==> config.mk <==
export PLATFORM = sky130hd
export DESIGN_NAME = date_gap_late_charge
export DESIGN_NICKNAME = d
export VERILOG_FILES = /design/src/rtl/dgl_pkg.sv /design/src/rtl/dgl_date_unit.sv /design/src/rtl/dgl_charge.sv /design/src/rtl/date_gap_late_charge.sv
export SDC_FILE = /design/constraint.sdc
export NUM_CORES = 1
export LEC_CHECK = 0
export ABC_CLOCK_PERIOD_IN_PS = 17550
export BUFFER_PORTS_ARGS = -buffer_cell sky130_fd_sc_hd__buf_2
export CAP_MARGIN = 30
export CORE_UTILIZATION = 35
export CTS_BUF_LIST = sky130_fd_sc_hd__clkbuf_8
export DETAILED_ROUTE_END_ITERATION = 8
export PLACE_DENSITY = 0.54
export SYNTH_ARGS = -nofsm -noshare
export SYNTH_HDL_FRONTEND = slang
export SYNTH_SLANG_ARGS = --single-unit
==> constraint.sdc <==
create_clock -name clk -period 17.55 [get_ports clk]
set_input_delay 0 -clock clk [delete_from_list [all_inputs] [get_ports clk]]
set_output_delay 0 -clock clk [all_outputs]
set_load 0.1 [all_outputs]
==> src/rtl/dgl_pkg.sv <==
// ----------------------------------------------------------------------------
// dgl_pkg
// Types, constants and table functions shared by the date gap charge block.
// ----------------------------------------------------------------------------
package dgl_pkg;

    localparam int TEXT_W   = 64;
    localparam int NUM_W    = 22;
    localparam int GAP_W    = 23;
    localparam int CHARGE_W = 12;
    localparam int YEAR_W   = 14;

    localparam logic [7:0] ASCII_ZERO = 8'h30;
    localparam logic [7:0] ASCII_NINE = 8'h39;

    localparam logic [CHARGE_W-1:0] CHARGE_CAP = 12'd2500;
    localparam logic [CHARGE_W-1:0] TIER2_BASE = 12'd150;
    localparam logic [CHARGE_W-1:0] TIER1_RATE = 12'd5;
    localparam logic [CHARGE_W-1:0] TIER2_RATE = 12'd7;
    localparam logic [CHARGE_W-1:0] TIER1_FROM = 12'd30;
    localparam logic [CHARGE_W-1:0] TIER2_FROM = 12'd60;

    typedef struct packed {
        logic [TEXT_W-1:0] start_text;
        logic [TEXT_W-1:0] end_text;
    } req_t;

    typedef struct packed {
        logic signed [GAP_W-1:0] day_gap;
        logic [CHARGE_W-1:0]     charge_tenths;
        logic                    invalid;
    } res_t;

    typedef struct packed {
        logic [YEAR_W-1:0] year;
        logic [NUM_W-1:0]  day_num;
        logic              ok;
    } date_info_t;

    function automatic logic [4:0] month_length(input logic [6:0] month, input logic leap);
        logic [4:0] len;
        unique case (month)
            7'd1, 7'd3, 7'd5, 7'd7, 7'd8, 7'd10, 7'd12: len = 5'd31;
            7'd4, 7'd6, 7'd9, 7'd11:                    len = 5'd30;
            7'd2:                                       len = leap ? 5'd29 : 5'd28;
            default:                                    len = 5'd0;
        endcase
        return len;
    endfunction

    function automatic logic [8:0] days_before_month(input logic [6:0] month);
        logic [8:0] days;
        unique case (month)
            7'd1:    days = 9'd0;
            7'd2:    days = 9'd31;
            7'd3:    days = 9'd59;
            7'd4:    days = 9'd90;
            7'd5:    days = 9'd120;
            7'd6:    days = 9'd151;
            7'd7:    days = 9'd181;
            7'd8:    days = 9'd212;
            7'd9:    days = 9'd243;
            7'd10:   days = 9'd273;
            7'd11:   days = 9'd304;
            7'd12:   days = 9'd334;
            default: days = 9'd0;
        endcase
        return days;
    endfunction

endpackage

==> src/rtl/dgl_date_unit.sv <==
// ----------------------------------------------------------------------------
// dgl_date_unit
// Two-stage decoder: ASCII digits to fields, then fields to a day number.
// ----------------------------------------------------------------------------
module dgl_date_unit (
    input  logic                          clk,
    input  logic [dgl_pkg::TEXT_W-1:0]    text,
    output dgl_pkg::date_info_t           info
);

    logic [3:0] digit [8];
    logic [7:0] digit_ok;

    logic [6:0] cent_next,  cent_reg;
    logic [6:0] rem_next,   rem_reg;
    logic [6:0] month_next, month_reg;
    logic [6:0] day_next,   day_reg;
    logic       chars_ok_next, chars_ok_reg;

    always_comb
    begin
        for (int i = 0; i < 8; i++)
        begin
            digit_ok[i] = (text[63-8*i -: 8] >= dgl_pkg::ASCII_ZERO) &&
                          (text[63-8*i -: 8] <= dgl_pkg::ASCII_NINE);
            digit[i]    = digit_ok[i] ? text[63-8*i-4 -: 4] : 4'd0;
        end
        cent_next     = 7'(digit[0]) * 7'd10 + 7'(digit[1]);
        rem_next      = 7'(digit[2]) * 7'd10 + 7'(digit[3]);
        month_next    = 7'(digit[4]) * 7'd10 + 7'(digit[5]);
        day_next      = 7'(digit[6]) * 7'd10 + 7'(digit[7]);
        chars_ok_next = &digit_ok;
    end

    always_ff @(posedge clk)
    begin
        cent_reg     <= cent_next;
        rem_reg      <= rem_next;
        month_reg    <= month_next;
        day_reg      <= day_next;
        chars_ok_reg <= chars_ok_next;
    end

    logic [dgl_pkg::YEAR_W-1:0] year;
    logic                       rem_zero;
    logic                       leap;
    logic [4:0]                 mlen;
    logic                       fields_ok;
    logic [dgl_pkg::NUM_W-1:0]  year_days;
    logic [dgl_pkg::NUM_W-1:0]  quad_days;
    logic [dgl_pkg::NUM_W-1:0]  cent_days;
    logic [dgl_pkg::NUM_W-1:0]  quad_cent_days;
    logic [dgl_pkg::NUM_W-1:0]  in_year_days;
    dgl_pkg::date_info_t        info_next, info_reg;

    always_comb
    begin
        year      = 14'(cent_reg) * 14'd100 + 14'(rem_reg);
        rem_zero  = (rem_reg == 7'd0);
        leap      = rem_zero ? (cent_reg[1:0] == 2'd0) : (rem_reg[1:0] == 2'd0);
        mlen      = dgl_pkg::month_length(month_reg, leap);
        fields_ok = (month_reg >= 7'd1) && (month_reg <= 7'd12) &&
                    (day_reg >= 7'd1) && (day_reg <= {2'b00, mlen});

        year_days      = 22'(year) * 22'd365;
        quad_days      = 22'((15'(year) + 15'd3) >> 2);
        cent_days      = 22'(cent_reg) + 22'(!rem_zero);
        quad_cent_days = rem_zero ? 22'((8'(cent_reg) + 8'd3) >> 2)
                                  : 22'(cent_reg >> 2) + 22'd1;
        in_year_days   = 22'(dgl_pkg::days_before_month(month_reg))
                       + 22'(leap && (month_reg > 7'd2))
                       + 22'(day_reg) - 22'd1;

        info_next.year    = year;
        info_next.day_num = year_days + quad_days - cent_days + quad_cent_days + in_year_days;
        info_next.ok      = chars_ok_reg && fields_ok;
    end

    always_ff @(posedge clk)
    begin
        info_reg <= info_next;
    end

    assign info = info_reg;

endmodule

==> src/rtl/dgl_charge.sv <==
// ----------------------------------------------------------------------------
// dgl_charge
// Tiered charge from the day gap, with the registered result word.
// ----------------------------------------------------------------------------
module dgl_charge (
    input  logic                              clk,
    input  logic                              rst_n,
    input  logic                              gap_valid,
    input  logic signed [dgl_pkg::GAP_W-1:0]  gap,
    input  logic                              gap_invalid,
    output logic                              done,
    output dgl_pkg::res_t                     result
);

    logic [dgl_pkg::CHARGE_W-1:0] low;
    logic [dgl_pkg::CHARGE_W-1:0] charge;
    dgl_pkg::res_t                result_next, result_reg;
    logic                         done_reg;

    always_comb
    begin
        low = {4'b0000, gap[7:0]};
        if (gap < 23'sd31)
            charge = '0;
        else if (gap > 23'sd180)
            charge = dgl_pkg::CHARGE_CAP;
        else if (gap < 23'sd61)
            charge = 12'((low - dgl_pkg::TIER1_FROM) * dgl_pkg::TIER1_RATE);
        else
            charge = dgl_pkg::TIER2_BASE
                   + 12'((low - dgl_pkg::TIER2_FROM) * dgl_pkg::TIER2_RATE);

        if (gap_invalid)
        begin
            result_next.day_gap       = '0;
            result_next.charge_tenths = '0;
            result_next.invalid       = 1'b1;
        end
        else
        begin
            result_next.day_gap       = gap;
            result_next.charge_tenths = charge;
            result_next.invalid       = 1'b0;
        end
    end

    always_ff @(posedge clk or negedge rst_n)
    begin
        if (!rst_n)
            done_reg <= 1'b0;
        else
            done_reg <= gap_valid;
    end

    always_ff @(posedge clk)
    begin
        result_reg <= result_next;
    end

    assign done   = done_reg;
    assign result = result_reg;

endmodule

==> src/rtl/date_gap_late_charge.sv <==
// ----------------------------------------------------------------------------
// date_gap_late_charge
// Day gap between two ASCII dates and the tiered late charge it implies.
//
//   channel  | handshake          | word
//   ---------+--------------------+--------------------------------------
//   request  | start, busy        | start_text, end_text (YYYYMMDD ASCII)
//   result   | done (one cycle)   | day_gap, charge_tenths, invalid
//
// Four register stages: digit decode, day number, gap, charge. One word
// per cycle sustained. busy is always low, so a word may enter on every
// cycle. rst_n clears only the stage valid bits. The receiver takes every
// result; nothing stalls.
// ----------------------------------------------------------------------------
module date_gap_late_charge (
    input  logic            clk,
    input  logic            rst_n,
    input  logic            start,
    input  dgl_pkg::req_t   request,
    output logic            busy,
    output logic            done,
    output dgl_pkg::res_t   result
);

    dgl_pkg::date_info_t first_info;
    dgl_pkg::date_info_t second_info;

    logic v1_reg, v2_reg, v3_reg;
    logic signed [dgl_pkg::GAP_W-1:0] gap_next, gap_reg;
    logic                             inv_next, inv_reg;

    assign busy = 1'b0;

    dgl_date_unit u_first (
        .clk  (clk),
        .text (request.start_text),
        .info (first_info)
    );

    dgl_date_unit u_second (
        .clk  (clk),
        .text (request.end_text),
        .info (second_info)
    );

    always_ff @(posedge clk or negedge rst_n)
    begin
        if (!rst_n)
        begin
            v1_reg <= 1'b0;
            v2_reg <= 1'b0;
            v3_reg <= 1'b0;
        end
        else
        begin
            v1_reg <= start && !busy;
            v2_reg <= v1_reg;
            v3_reg <= v2_reg;
        end
    end

    always_comb
    begin
        gap_next = $signed({1'b0, second_info.day_num}) - $signed({1'b0, first_info.day_num});
        inv_next = !first_info.ok || !second_info.ok || (second_info.year < first_info.year);
    end

    always_ff @(posedge clk)
    begin
        gap_reg <= gap_next;
        inv_reg <= inv_next;
    end

    dgl_charge u_charge (
        .clk         (clk),
        .rst_n       (rst_n),
        .gap_valid   (v3_reg),
        .gap         (gap_reg),
        .gap_invalid (inv_reg),
        .done        (done),
        .result      (result)
    );

`ifndef ASSERT_OFF
    a_invalid_zero: assert property (@(posedge clk) disable iff (!rst_n)
        done && result.invalid |-> (result.day_gap == '0) && (result.charge_tenths == '0))
        else $error("invalid result carries nonzero fields");

    a_charge_cap: assert property (@(posedge clk) disable iff (!rst_n)
        done |-> result.charge_tenths <= dgl_pkg::CHARGE_CAP)
        else $error("charge above cap");

    a_charge_needs_gap: assert property (@(posedge clk) disable iff (!rst_n)
        done && (result.charge_tenths != '0) |-> !result.invalid && (result.day_gap > 23'sd30))
        else $error("charge without a long enough gap");

    a_done_follows_stage: assert property (@(posedge clk) disable iff (!rst_n)
        v3_reg |=> done)
        else $error("gap stage word lost before output");
`endif

endmodule

==> run metrics <==
status=completed; vias in the first global route=roughly 17k; max-slew violations=0; FMAX=113 MHz; CP Capture Type=register; via count=16.2k; Final Util=41.5%; Synth area leader=ha_1; pwr/cell area=146 nW/um^2; global placer's final weighted congestion=0.885; Layout Nets=around 3.4k; Req. time, crit path=about 18 ns; Clock Path Buffers=3; hold path endpoint=u_first.day_reg[3]; wire per inst=14.6 microns; Antenna Nets Post-Route=0; TritonCTS clock tree=done; hold crit path type=input pin to register; critical path arrival=9.31 ns; setup TNS=0 ns; Final HPWL DP=about 43,000 microns; relative slew slack=around a third; EDFF count, synth=0; syn_area_per_cell=approximately 9.5 sq um; multiplexer area fraction after synthesis=less than 1%; Die W=253 microns; Simple-Gate Fraction of Synth Area=11.4%; aggregate routed wire length=between 50,000 and 60,000 microns; CTS buffer count=just over 40; Least-Margin Pin Slew=1.01 ns; Synth Area in Adders=43.1%; fraction of layout instances using a drive strength above 1=9.95%; H-tree depth=2; critical path class=register to register; DR vias/cell=4.67; First DRT Iteration DRCs=665; Yosys top cell area share=23.5%; Async SR Flop Fraction=1.87%; number of antenna violations at the first check in global routing=2; DIE HEIGHT=253 microns; Crit-path slowest cell=xnor2_1; initial core utilization=35.6%; Clock Sink Count=214; IO Count=169; xor/xnor share of the synthesized area=8.36%; RSZ-0062 raised after global routing=false; grt peak-use layer=met2; die area=about 64,000 sq um; clk_lat worst skew=0.60 ns; worst hold path depth=5; CP dominant cell by count=ha_1; CP max FO=8; reg2reg end=u_second.info[22]; leakage=approximately 13 nW; Mapped Area=22,000 sq um; FILL cells=between 6k and 7k; largest net degree at the start of global routing=26; Netlist cell types=70; first-pass GRT wire length=82,800 microns; Core Area=61,900 sq um; Mapped Cells=2,312; Final Hold Viols=0; Seq/Total Area, Yosys=19.5%; FF+latch count, synth=214; Compound-Gate Fraction of Synth Area=just under 10%; reg2reg path depth=33; row count=between 90 and 100; yosys warns=0; clk_skew=0.0347 ns; Startpoint Class=register; hold path start=request[72]; Peak VDD IR=0.000149 V; Reg clk slew, reported paths=0.06 ns; r2r setup slk=8.72 ns; GR Util All Layers=16.0%; FF-to-FF Start=u_second.cent_reg[1]; Port Buf Inserts=167; commonest register cell after synthesis=dfxtp_1; met1 GRT Util=20.8%; time the worst path needs with I/O delays and setup=approximately 8.8 ns; ranking of synthesized cells by area=ha_1 23%, fa_1 20%, dfxtp_1 19%; final setup fails=0; GRT Residual Overflow=0; Synth-to-Final Area Change=16.6%; GR Util met2=27.7%; fin crit share=around 50%; largest family of logic cells by synthesized area=adder cells; Worst setup startpoint=u_second.cent_reg[1]; DR DRC count=0; post-CTS setup buffer count=0; CP max stage delay=slightly above 0.8 ns; DRT Pass-1 Iters=5; CTS root buffer=clkbuf_8; met3 GRT Util=2.49%; total of max-cap violations=0
[what timing repair did]
action / 4_1_cts / 5_1_grt
hold buffers: 88 / 0
resized for setup: 0 / 0
hold endpoints to repair: 65 / 0
[worst max-delay path by stage]
stage	end	slack (ns)	cells after the start
2_1_floorplan	u_second.info[22]	9.49	32
3_3_place_gp	u_second.info[22]	8.84	32
3_5_place_dp	u_second.info[22]	8.70	32
4_1_cts	u_second.info[22]	8.66	32
5_1_grt	u_second.info[22]	8.12	33
6_report	u_second.info[22]	8.72	33
[synthesized netlist by cell type, types with 8 or more instances]
master / n
xnor2_1: 137
clkbuf_1: 18
o21a_1: 14
a21oi_1: 105
nor4_1: 9
nor2b_1: 43
nor2_1: 128
ha_1: 414
nand2_1: 98
and3_1: 10
nor4b_1: 9
dfxtp_1: 210
a211oi_1: 10
fa_1: 216
nand4_1: 19
o21ai_0: 78
o21bai_1: 12
mux2i_1: 8
nor3_1: 16
nand3_1: 41
a21o_1: 50
and2_1: 68
and4_1: 13
xor2_1: 71
nand2b_1: 11
a31oi_1: 10
inv_1: 395
[layout make-up]
type	instances	area [sq um]	share of cell area (%)
inverter	395	1480	5.77
multi-input combinational	1683	16200	62.9
timing repair buffer	257	1730	6.73
sequential	214	4300	16.7
tap	837	1050	4.07
clock buffer	53	729	2.84
antenna	1	2.50	0.00973
clock inverter	22	233	0.905
[cells in the final DEF, fill, tap and decap left out, drive strengths merged, types with 12 or more instances in the layout]
cell           n
nor3          16
fa           216
ha           414
nand4         19
nand3         41
o21a          14
a211oi        12
nor2         128
clkbuf        53
xor2          71
nand2         98
xnor2        137
dlygate4sd3   88
o21ai         86
inv          403
nor2b         43
a21o          50
a21oi        109
o21bai        12
dfxtp        210
and2          70
buf          169
and4          13
[kinds of logic after synthesis]
| logic type | Yosys count |
|---|---|
| compound gates | 340 |
| xor+xnor | 209 |
| fa+ha+maj | 630 |
| buf+inv | 416 |
| flops | 214 |
| mux | 10 |
| other cells | 1 |
| simple gates | 492 |
[per-stage QoR]
step                      hold WS [ns]  power (W)  setup slack [ns]  area [sq um]  instances
after floorplan                 -0.296    0.00261              9.49         22100       2313
final                           0.0534    0.00375              8.72         25700       3462
after global placement          -0.200    0.00313              8.84         23900       3297
after global routing            0.0566    0.00416              8.12         25700       3462
after CTS                      0.00100    0.00379              8.66         25700       3461
after detailed placement        -0.193    0.00318              8.70         23900       3298
[power by group]
| part | internal [W] | leakage (nW) | total [W] | switching [W] |
|---|---|---|---|---|
| registers | 0.000600 | 1.77 | 0.000660 | 0.0000602 |
| logic | 0.00111 | 11.0 | 0.00253 | 0.00142 |
| clock network | 0.000334 | 0.503 | 0.000566 | 0.000231 |
| total | 0.00204 | 13.3 | 0.00375 | 0.00171 |
[metal layers]
metal,vias to the layer above,wire [microns]
met3,55,1930
met2,288,23800
li1,8178,-
met4,0,934
met5,-,0
met1,7644,23700
[worst max-delay path, delay by kind of cell (launching register included)]
family,cells,cell delay [ns]
flops,1,0.45
simple gates,3,0.54
fa+ha+maj,12,4.40
compound gates,8,1.64
xor+xnor,4,1.29
buf+inv,6,0.39
No activity file was read; power rests on OpenSTA's default activity.
